===== src/rtl/core/mbd_pkg.sv =====
// Shared constants and types for the mask box dilation block.
package mbd_pkg;

    localparam int MAX_WIDTH  = 2048;
    localparam int MAX_RADIUS = 16;

    localparam int HCELLS     = 2 * MAX_RADIUS + 1;   // raw pixel window
    localparam int VCELLS     = 2 * MAX_RADIUS;       // delayed row taps
    localparam int LINE_DEPTH = MAX_WIDTH - 1;        // each tap adds one register

    localparam int PIX_W  = 8;
    localparam int XW     = $clog2(MAX_WIDTH + 1);
    localparam int RW     = $clog2(MAX_RADIUS + 1);
    localparam int TW     = $clog2(HCELLS + 1);
    localparam int PTR_W  = $clog2(LINE_DEPTH);
    localparam int HW     = 16;
    localparam int YW     = HW + 1;
    localparam int CFG_W  = 16;
    localparam int IDX_W  = 2;

    typedef logic [IDX_W-1:0] reg_idx_t;

    localparam reg_idx_t REG_RADIUS = 2'd0;
    localparam reg_idx_t REG_WIDTH  = 2'd1;
    localparam reg_idx_t REG_HEIGHT = 2'd2;

    // horizontal clip info for the pixel under evaluation
    typedef struct packed {
        logic [XW-1:0] x;     // column of the center pixel
        logic [XW-1:0] rem;   // columns left to its right in the row
        logic [RW-1:0] rad;   // effective radius
    } hwin_t;

    // vertical clip: taps lo..hi take part
    typedef struct packed {
        logic [TW-1:0] lo;
        logic [TW-1:0] hi;
    } vwin_t;

endpackage


===== src/rtl/core/mbd_hcell.sv =====
// One stage of the raw pixel shift chain with its horizontal clip gate.
module mbd_hcell
    import mbd_pkg::*;
(
    input  logic             clk,
    input  logic             shift,
    input  logic [PIX_W-1:0] din,
    input  logic [TW-1:0]    idx,
    input  hwin_t            win,
    output logic [PIX_W-1:0] dout,
    output logic [PIX_W-1:0] gated
);

    logic [PIX_W-1:0] pix_reg;
    logic [TW-1:0]    rad6;
    logic [TW-1:0]    hop;
    logic             in_span;
    logic             in_row;

    always_ff @(posedge clk)
    begin
        if (shift)
        begin
            pix_reg <= din;
        end
    end

    // idx <= r: pixel right of center by r-idx; else left by idx-r
    always_comb
    begin
        rad6    = TW'(win.rad);
        in_span = idx <= (rad6 << 1);
        if (idx <= rad6)
        begin
            hop    = rad6 - idx;
            in_row = XW'(hop) <= win.rem;
        end
        else
        begin
            hop    = idx - rad6;
            in_row = XW'(hop) <= win.x;
        end
    end

    assign dout  = pix_reg;
    assign gated = (in_span && in_row) ? pix_reg : '0;

endmodule


===== config.mk =====
export PLATFORM = sky130hd
export DESIGN_NAME = mbd_hcell
export DESIGN_NICKNAME = d
export VERILOG_FILES = /design/src/rtl/core/mbd_pkg.sv /design/src/rtl/core/mbd_hcell.sv
export SDC_FILE = /design/constraint.sdc
export NUM_CORES = 1
export LEC_CHECK = 0
export BUFFER_PORTS_ARGS = -buffer_cell sky130_fd_sc_hd__clkbuf_2
export CAP_MARGIN = 20
export CORE_MARGIN = 8
export CORE_UTILIZATION = 47
export DETAILED_ROUTE_END_ITERATION = 16
export GPL_TIMING_DRIVEN = 0
export PLACE_DENSITY = 0.78
export SYNTH_ARGS = -nofsm -noshare
export SYNTH_HDL_FRONTEND = slang
export SYNTH_SLANG_ARGS = --single-unit

===== constraint.sdc =====
create_clock -name clk -period 4.7 [get_ports clk]
set_input_delay 0.94 -clock clk [delete_from_list [all_inputs] [get_ports clk]]
set_output_delay 0.94 -clock clk [all_outputs]
set_load 0.02 [all_outputs]

==> metrics.cfg, run 1 <==
[floorplan]
core.rowCount=18
core_mm2=0.00252
start_util=0.500
io-pin-count=61
die_h_um=67.8
die_area_mm2=0.00460
fp.dieW_um=67.8

[setup_path]
cp_slowest_cell=a2111oi_4
cp_cell_sequence=clkbuf_2 -> inv_1 -> ha_1 -> buf_6 -> o21a_1 -> o21ai_2 -> a21oi_2 -> a2111oi_4 -> ha_1 -> buf_4 -> o21a_1 -> o2111a_2 -> buf_12 -> nor4b_2 -> buf_4
crit_fanout=8
path_buf_inv=6
path_delay_family=compound AO/OA/AOI/OAI gates
crit_type=input port to output pin
crit_path_max_incr_delay_ns=0.33
cp-start-kind=input port
endpoint_kind=output pin
critPathArrivalTime_ns=3.71
required_ns=3.76

[yosys]
yosys_warnings=0
syn_inst=139
ys_top_cells_by_area=ha_1, edfxtp_1, inv_1
synth_top_area_frac=0.268
synth_edf_count=8
syn_area_mm2=0.00126
yosysTopAreaCell=ha_1
syn-num-nets=213
ys_ff_latch=8
ys_dominant_reg_cell=edfxtp_1
ys_async_sr_fraction=0
ys_types=35
avgSynthCellArea_um2=9.07
ys_seq_area_frac=0.190

[clock_network]
cts.sinks=8
postCtsHoldBufs=0
clk_pin_slew_ns=0.06
cts_htree_levels=1
cts_made_buffers=3
clock_path_buffers=2
cts_tree=done
cts.root.buffer_cell=clkbuf_4

[power_and_ir_drop]
sw_frac_of_total=0.388
power_frac_seq=0.251
p_leak_nw=0.925
irDropWorstVdd_v=0.000199
p_total_w=0.000349
power.internal_w=0.000214
clockPowerShare=0.150
switchingPower_w=0.000136
powerDensity_mw_per_mm2=190
combPwrFrac=0.598

[sta]
slew_viol_final=0
finalWorstPathRequiredPeriod_ns=4.65
hold_violations=0
fin_ws_ns=0.0493
final.period_utilization=0.990
max_freq_mhz=215
worst_slew_pin_slew_ns=1.06
relSlewSlack=0.293
setup_viol=0

[global_routing]
grt_max_degree=9
grt_antenna_before_repair=0
grt-busiest-layer=met2
grt-ovfl-total=0
gr-usage-met3=0.0546
grt_use_met1=0.131
grt_pass1_wl_um=5080
met2_usage=0.269
grtUsageTotal=0.139
grt_pass1_vias=1258

[placed_design]
pre_cts_slack_ns=-0.527
gp_congestion=0.881
port_buffers=60
hpwl_um=2910

[routing]
vias_per_cell=5.32
wirelength_um=3460
vias=1260
wire_per_inst_um=14.6
antenna_left=0
drt-initial-drc-count=28
drc=0
first_pass_iters=4

[job]
drv_cap=0

[finish]
largest_reg_flops=8
drive_gt1_frac=0.459
area_delta_synth_final_pct=45.6
num_antenna_cells=0
nets=283

[outcome]
status=finished clean

[hold_path]
worstHoldPathType=input port to register

==> synthesized netlist by cell type (2+ instances only) <==
cell type	n
nand2_1	4
nor3_1	3
nor4b_1	10
nor2b_1	4
inv_1	26
o21ai_0	6
nor2_1	6
ha_1	27
a21oi_1	7
nand4_1	4
o21a_1	6
edfxtp_1	8
a2111oi_0	2
fa_1	2
xnor2_1	4
==> layout make-up <==
class | instances | area (um^2)
tap | 30 | 37.5
sequential | 8 | 240
clock buffer | 3 | 22.5
buffer | 3 | 21.3
timing repair buffer | 65 | 383
inverter | 26 | 100
fill | 182 | 686
multi-input combinational | 102 | 1030
==> through the flow <==
stage / setup TNS (ns) / instance area [um^2] / hold WS (ns) / utilization / instances
after floorplan: -0.525 / 1260 / 1.04 / - / 139
after global placement: -2.49 / 1600 / 1.12 / 0.634 / 229
after detailed placement: -3.84 / 1600 / 1.12 / 0.634 / 229
after CTS: -0.0962 / 1680 / 0.846 / 0.664 / 232
after global routing: -0.159 / 1840 / 0.838 / 0.728 / 237
final: 0 / 1840 / 0.854 / 0.728 / 237
==> power groups by stage <==
| stage | Clock [W] | Combinational [W] | Sequential [W] |
|---|---|---|---|
| 2_1_floorplan | 0 | 0.000115 | 0.0000959 |
| 3_3_place_gp | 0 | 0.000173 | 0.0000885 |
| 3_5_place_dp | 0 | 0.000180 | 0.0000890 |
| 4_1_cts | 0.0000550 | 0.000188 | 0.0000876 |
| 5_1_grt | 0.0000583 | 0.000232 | 0.0000884 |
| 6_report | 0.0000525 | 0.000209 | 0.0000878 |
==> repair_timing <==
action                                  in CTS  in global routing
endpoints found under the setup margin       8                  8
buffers inserted                             0                  5
resized for setup                           14                 27
pin swaps                                    5                 10
gates cloned                                 0                  0
==> layout by cell type, fill, tap and decap left out, drive strengths merged, types with 2 or more instances in the layout <==
cell / instances
clkbuf: 56
fa: 2
o21ai: 7
or4: 2
nor3: 4
inv: 26
edfxtp: 8
a21oi: 7
nor2: 6
o31ai: 2
o21a: 6
nand2: 4
ha: 27
xnor2: 4
a2111oi: 2
nor4b: 10
nand4: 4
nor2b: 5
buf: 15
a211oi: 2
==> path summary, 6_finish.rpt <==
| path | from | endpoint | cells after the start |
|---|---|---|---|
| min | din[2] | dout[2] | 1 |
| max | idx[2] | gated[6] | 15 |
==> kinds of logic (layout without fill, tap and decap cells) <==
| group | after synthesis | in the layout | synth area share |
|---|---|---|---|
| simple gates | 38 | 38 | 0.199 |
| compound gates | 30 | 30 | 0.182 |
| fa+ha+maj | 29 | 29 | 0.300 |
| buf+inv | 29 | 97 | 0.0942 |
| flops | 8 | 8 | 0.190 |
| xor+xnor | 5 | 5 | 0.0347 |
==> metal layers <==
metal / wire length [um] / vias up
met5: 0 / -
met4: 20 / 0
met3: 341 / 4
met2: 1810 / 41
met1: 1300 / 578
li1: - / 637
Power figures use the tool's default switching activity.
==> run 2: changes to the inputs <==
--- a/config.mk
+++ b/config.mk
@@ -12,6 +12,7 @@
 export DETAILED_ROUTE_END_ITERATION = 16
 export GPL_TIMING_DRIVEN = 0
 export PLACE_DENSITY = 0.78
+export SETUP_SLACK_MARGIN = 0.1
 export SYNTH_ARGS = -nofsm -noshare
 export SYNTH_HDL_FRONTEND = slang
 export SYNTH_SLANG_ARGS = --single-unit
==> constraint.sdc (replaced) <==
create_clock -name clk -period 4.7 [get_ports clk]
set_input_delay 0.94 -clock clk [delete_from_list [all_inputs] [get_ports clk]]
set_output_delay 0.94 -clock clk [all_outputs]
set_load 0.005 [all_outputs]
==> metrics.cfg, run 2 (synthesis gave the netlist of run 1 again) <==
[sta]
setup_tns_ns=0
finalWorstPathRequiredPeriod_ns=4.53
setup_viol=0
rsz0062_at_grt=no
max_freq_mhz=221
slew_viol_final=0
hold_violations=0
timing.hold.ws_ns=0.856
worst_slew_pin_slew_ns=0.398
final.period_utilization=0.965
relSlewSlack=0.732

[finish]
layout.cells.non_filler=239
nets=285
num_antenna_cells=0
multi_input_area_mm2=0.00112
largest_reg_flops=8
final_common_cell=clkbuf_2
nFillCells=166
drive_gt1_frac=0.488
layout_common_cells=clkbuf_2, inv_1, ha_1, nor4b_4, edfxtp_1
area_delta_synth_final_pct=53.3
seq_area_um2=240
final_core_util=0.766

[clock_network]
cts.root.buffer_cell=clkbuf_4
clk_pin_slew_ns=0.06
cts.sinks=8
clock_path_buffers=2
cts_htree_levels=1
postCtsHoldBufs=0
cts_tree=done
cts_made_buffers=3

[power_and_ir_drop]
p_leak_nw=0.975
powerDensity_mw_per_mm2=181
p_total_w=0.000351
irDropWorstVdd_v=0.000196

[routing]
drc=0
drt-initial-drc-count=28
vias=1279
wirelength_um=3790
first_pass_iters=4
wire_per_inst_um=15.8
vias_per_cell=5.35
antenna_left=0

[setup_path]
critPathArrivalTime_ns=3.59
crit_type=input port to output pin
endpoint_kind=output pin
crit_fanout=8
cp-start-kind=input port
required_ns=3.76

[global_routing]
grt_pass1_wl_um=5370
grt_max_degree=9
grt-ovfl-total=0
grtUsageTotal=0.148
grt-busiest-layer=met2
grt_pass1_vias=1286
gr-usage-met3=0.0563
grt_antenna_before_repair=0
grt_use_met1=0.147
met2_usage=0.275

[floorplan]
start_util=0.500
io-pin-count=61
core_mm2=0.00252
die_h_um=67.8
core.rowCount=18
die_area_mm2=0.00460
fp.dieW_um=67.8

[outcome]
status=finished clean

[placed_design]
gp_congestion=0.881
port_buffers=60
hpwl_um=2910
post-place-cells=229

[job]
drv_cap=0

[hold_path]
worstHoldPathType=input port to register

[run 2: worst max-delay path, cell delays in order]
cell and delay, ns:
clkbuf_2 0.10, inv_1 0.08, ha_2 0.22, inv_1 0.06
fa_1 0.40, a21o_1 0.17, a21oi_1 0.18, xnor2_1 0.15
ha_1 0.27, o21a_1 0.19, o2111a_2 0.29, buf_12 0.16
nor4b_4 0.22, buf_2 0.17
[run 2: final cells by class]
type                            count  share of cell area
Buffer                              3              0.0110
Clock buffer                        3              0.0117
Inverter                           26              0.0531
Multi-Input combinational cell    102               0.579
Sequential cell                     8               0.124
Tap cell                           30              0.0194
Timing Repair Buffer               67               0.202
[run 2: repair_timing]
action	4_1_cts	5_1_grt
gates cloned	0	0
endpoints found under the setup margin	8	8
resized for setup	23	29
pin swaps	9	13
endpoints found under the hold margin	0	0
buffers inserted	3	3
[run 2: stage by stage]
stage	setup WS [ns]	area [um^2]
6_report	0.166	1930
5_1_grt	0.0499	1930
4_1_cts	0.0946	1790
3_5_place_dp	-0.471	1600
3_3_place_gp	-0.267	1600
2_1_floorplan	0.379	1260
[run 2: worst paths after layout]
kind,start,slack [ns],endpoint,cells past startpoint
hold / removal,din[2],0.86,dout[2],1
setup / recovery,win[0],0.17,gated[1],14
[run 2: layer usage]
metal	vias up	share of wire	wire, um
met5	-	0	0
met4	0	0.014	53
met3	6	0.084	320
met2	39	0.54	2050
met1	589	0.36	1370
li1	645	-	-
[run 2: power by group]
group | internal [W] | leakage, nW | total (W) | switching [W]
clock | 0.0000293 | 0.0138 | 0.0000531 | 0.0000238
sequential | 0.0000851 | 0.0783 | 0.0000883 | 0.00000318
combinational | 0.000108 | 0.883 | 0.000209 | 0.000101
==> run 3: changes to the inputs <==
--- a/config.mk
+++ b/config.mk
@@ -5,9 +5,10 @@
 export SDC_FILE = /design/constraint.sdc
 export NUM_CORES = 1
 export LEC_CHECK = 0
+export ABC_AREA = 1
 export BUFFER_PORTS_ARGS = -buffer_cell sky130_fd_sc_hd__clkbuf_2
 export CAP_MARGIN = 20
-export CORE_MARGIN = 8
+export CORE_MARGIN = 1.5
 export CORE_UTILIZATION = 47
 export DETAILED_ROUTE_END_ITERATION = 16
 export GPL_TIMING_DRIVEN = 0
==> metrics.cfg, run 3 <==
[routing]
vias_per_cell=4.73
drc=0
drt-initial-drc-count=17
first_pass_iters=4
antenna_left=0
wirelength_um=2590
wire_per_inst_um=9.29
vias=1319

[finish]
nFillCells=238
largest_reg_flops=8
final_area_mm2=0.00167
final_core_util=0.656
num_antenna_cells=0
area_delta_synth_final_pct=27.5
seq_area_um2=240
nets=325
final_common_cell=clkbuf_2
drive_gt1_frac=0.305
multi_input_area_um2=851
layout_common_cells=clkbuf_2, inv_1, nand2_1, ha_1, nor2_1

[yosys]
ys_types=22
synth_top_area_frac=0.258
ys_dominant_reg_cell=edfxtp_1
syn-num-nets=260
avgSynthCellArea_um2=7.04
ys_async_sr_fraction=0
ys_seq_area_frac=0.184
synth_edf_count=8
yosys_warnings=0
yosysTopAreaCell=ha_1
ys_top_cells_by_area=ha_1, edfxtp_1, inv_1
syn_inst=186
ys_ff_latch=8
syn_area_mm2=0.00131
synth_common_cells=inv_1, nand2_1, ha_1
synth_most_common_cell=inv_1

[placed_design]
port_buffers=60
dpl_cell_area_mm2=0.00165
gp_congestion=0.865
hpwl_um=2300

[clock_network]
cts_setup_buffers=0
cts.root.buffer_cell=clkbuf_4
cts.repair.resized=0
cts_made_buffers=3
clk_pin_slew_ns=0.05
postCtsHoldBufs=0
cts_htree_levels=1
clock_path_buffers=2
cts_tree=done
cts.sinks=8

[sta]
hold_violations=0
setup_viol=0
worst_slew_pin_slew_ns=0.298
rsz0062_at_grt=no
relSlewSlack=0.801
setup_tns_ns=0
finalWorstPathRequiredPeriod_ns=4.26
final.period_utilization=0.906
max_freq_mhz=235
slew_viol_final=0

[power_and_ir_drop]
irDropWorstVdd_v=0.000172
switchingPower_w=0.000115
powerDensity_mw_per_mm2=182
p_leak_nw=1.06
clockPowerShare=0.175
power.internal_w=0.000189
combPwrFrac=0.536
sw_frac_of_total=0.379
power_frac_seq=0.289

[setup_path]
cp_cell_sequence=clkbuf_2 -> inv_1 -> ha_1 -> buf_6 -> a21oi_1 -> o21ai_1 -> nand2_1 -> nand2_1 -> a21oi_1 -> inv_1 -> nand2_1 -> nand2_1 -> ha_1 -> nand3_1 -> nor2_1 -> nand3_1 -> nand3_2 -> nand3_4 -> nor2_1 -> clkbuf_2
crit_top_cell=nand2_1
required_ns=3.76
cp_slowest_cell=ha_1
crit_path_max_incr_delay_ns=0.29
cp-start-kind=input port
path_delay_family=simple AND/OR/NAND/NOR gates
critPathArrivalTime_ns=3.32
path_buf_inv=5
crit_type=input port to output pin
crit_fanout=8
endpoint_kind=output pin

[floorplan]
start_util=0.514
core_mm2=0.00254
io-pin-count=61
die_area_mm2=0.00311
core.rowCount=18
fp.dieW_um=55.8
die_h_um=55.8

[global_routing]
grt_antenna_before_repair=0
grt_pass1_vias=1188
grt_max_degree=9
grt-ovfl-total=0
grt_pass1_wl_um=4360
grtUsageTotal=0.174

[job]
drv_cap=0

[hold_path]
worstHoldPathType=input port to register

[outcome]
status=finished clean

[run 3: logic make-up after synthesis]
family,after synthesis,share of synthesized area
and+or+nand+nor,75,0.259
AOI/OAI and AO/OA,16,0.0621
xor gates and xnor gates,6,0.0402
buffers and inverters,52,0.166
adders and majority gates,29,0.289
DFF,8,0.184
[run 3: final timing paths]
path                   start       end  cells past startpoint
worst max-delay path  idx[2]  gated[1]                     20
worst min-delay path  din[6]   dout[6]                      1
[run 3: metal layers]
metal,vias to the layer above,wire length [um],track usage,part of all wire
met5,-,0,0,0
met4,0,43,0.0871,0.017
met3,5,201,0.0209,0.078
met2,57,1250,0.335,0.48
met1,557,1100,0.184,0.42
li1,700,-,-,-
[run 3: layout make-up]
| type | instances | share of cell area |
|---|---|---|
| multi-input combinational | 126 | 0.510 |
| timing repair buffer | 60 | 0.180 |
| sequential | 8 | 0.144 |
| inverter | 49 | 0.110 |
| tap | 30 | 0.0225 |
| buffer | 3 | 0.0202 |
| clock buffer | 3 | 0.0135 |
[run 3: through the flow]
stage,hold WS (ns),power [W],std cells,setup slack (ns)
6_report,0.853,0.000304,279,0.444
3_3_place_gp,1.12,0.000249,276,0.473
3_5_place_dp,1.12,0.000254,276,0.435
5_1_grt,0.846,0.000335,279,0.203
4_1_cts,0.849,0.000308,279,0.438
2_1_floorplan,1.04,0.000198,186,0.930
[run 3: power groups by stage]
stage | registers (W) | logic, W | clock network (W)
after global placement | 0.0000890 | 0.000160 | 0
after global routing | 0.0000885 | 0.000190 | 0.0000569
after floorplan | 0.0000897 | 0.000108 | 0
after detailed placement | 0.0000894 | 0.000164 | 0
final | 0.0000878 | 0.000163 | 0.0000533
after CTS | 0.0000880 | 0.000165 | 0.0000540
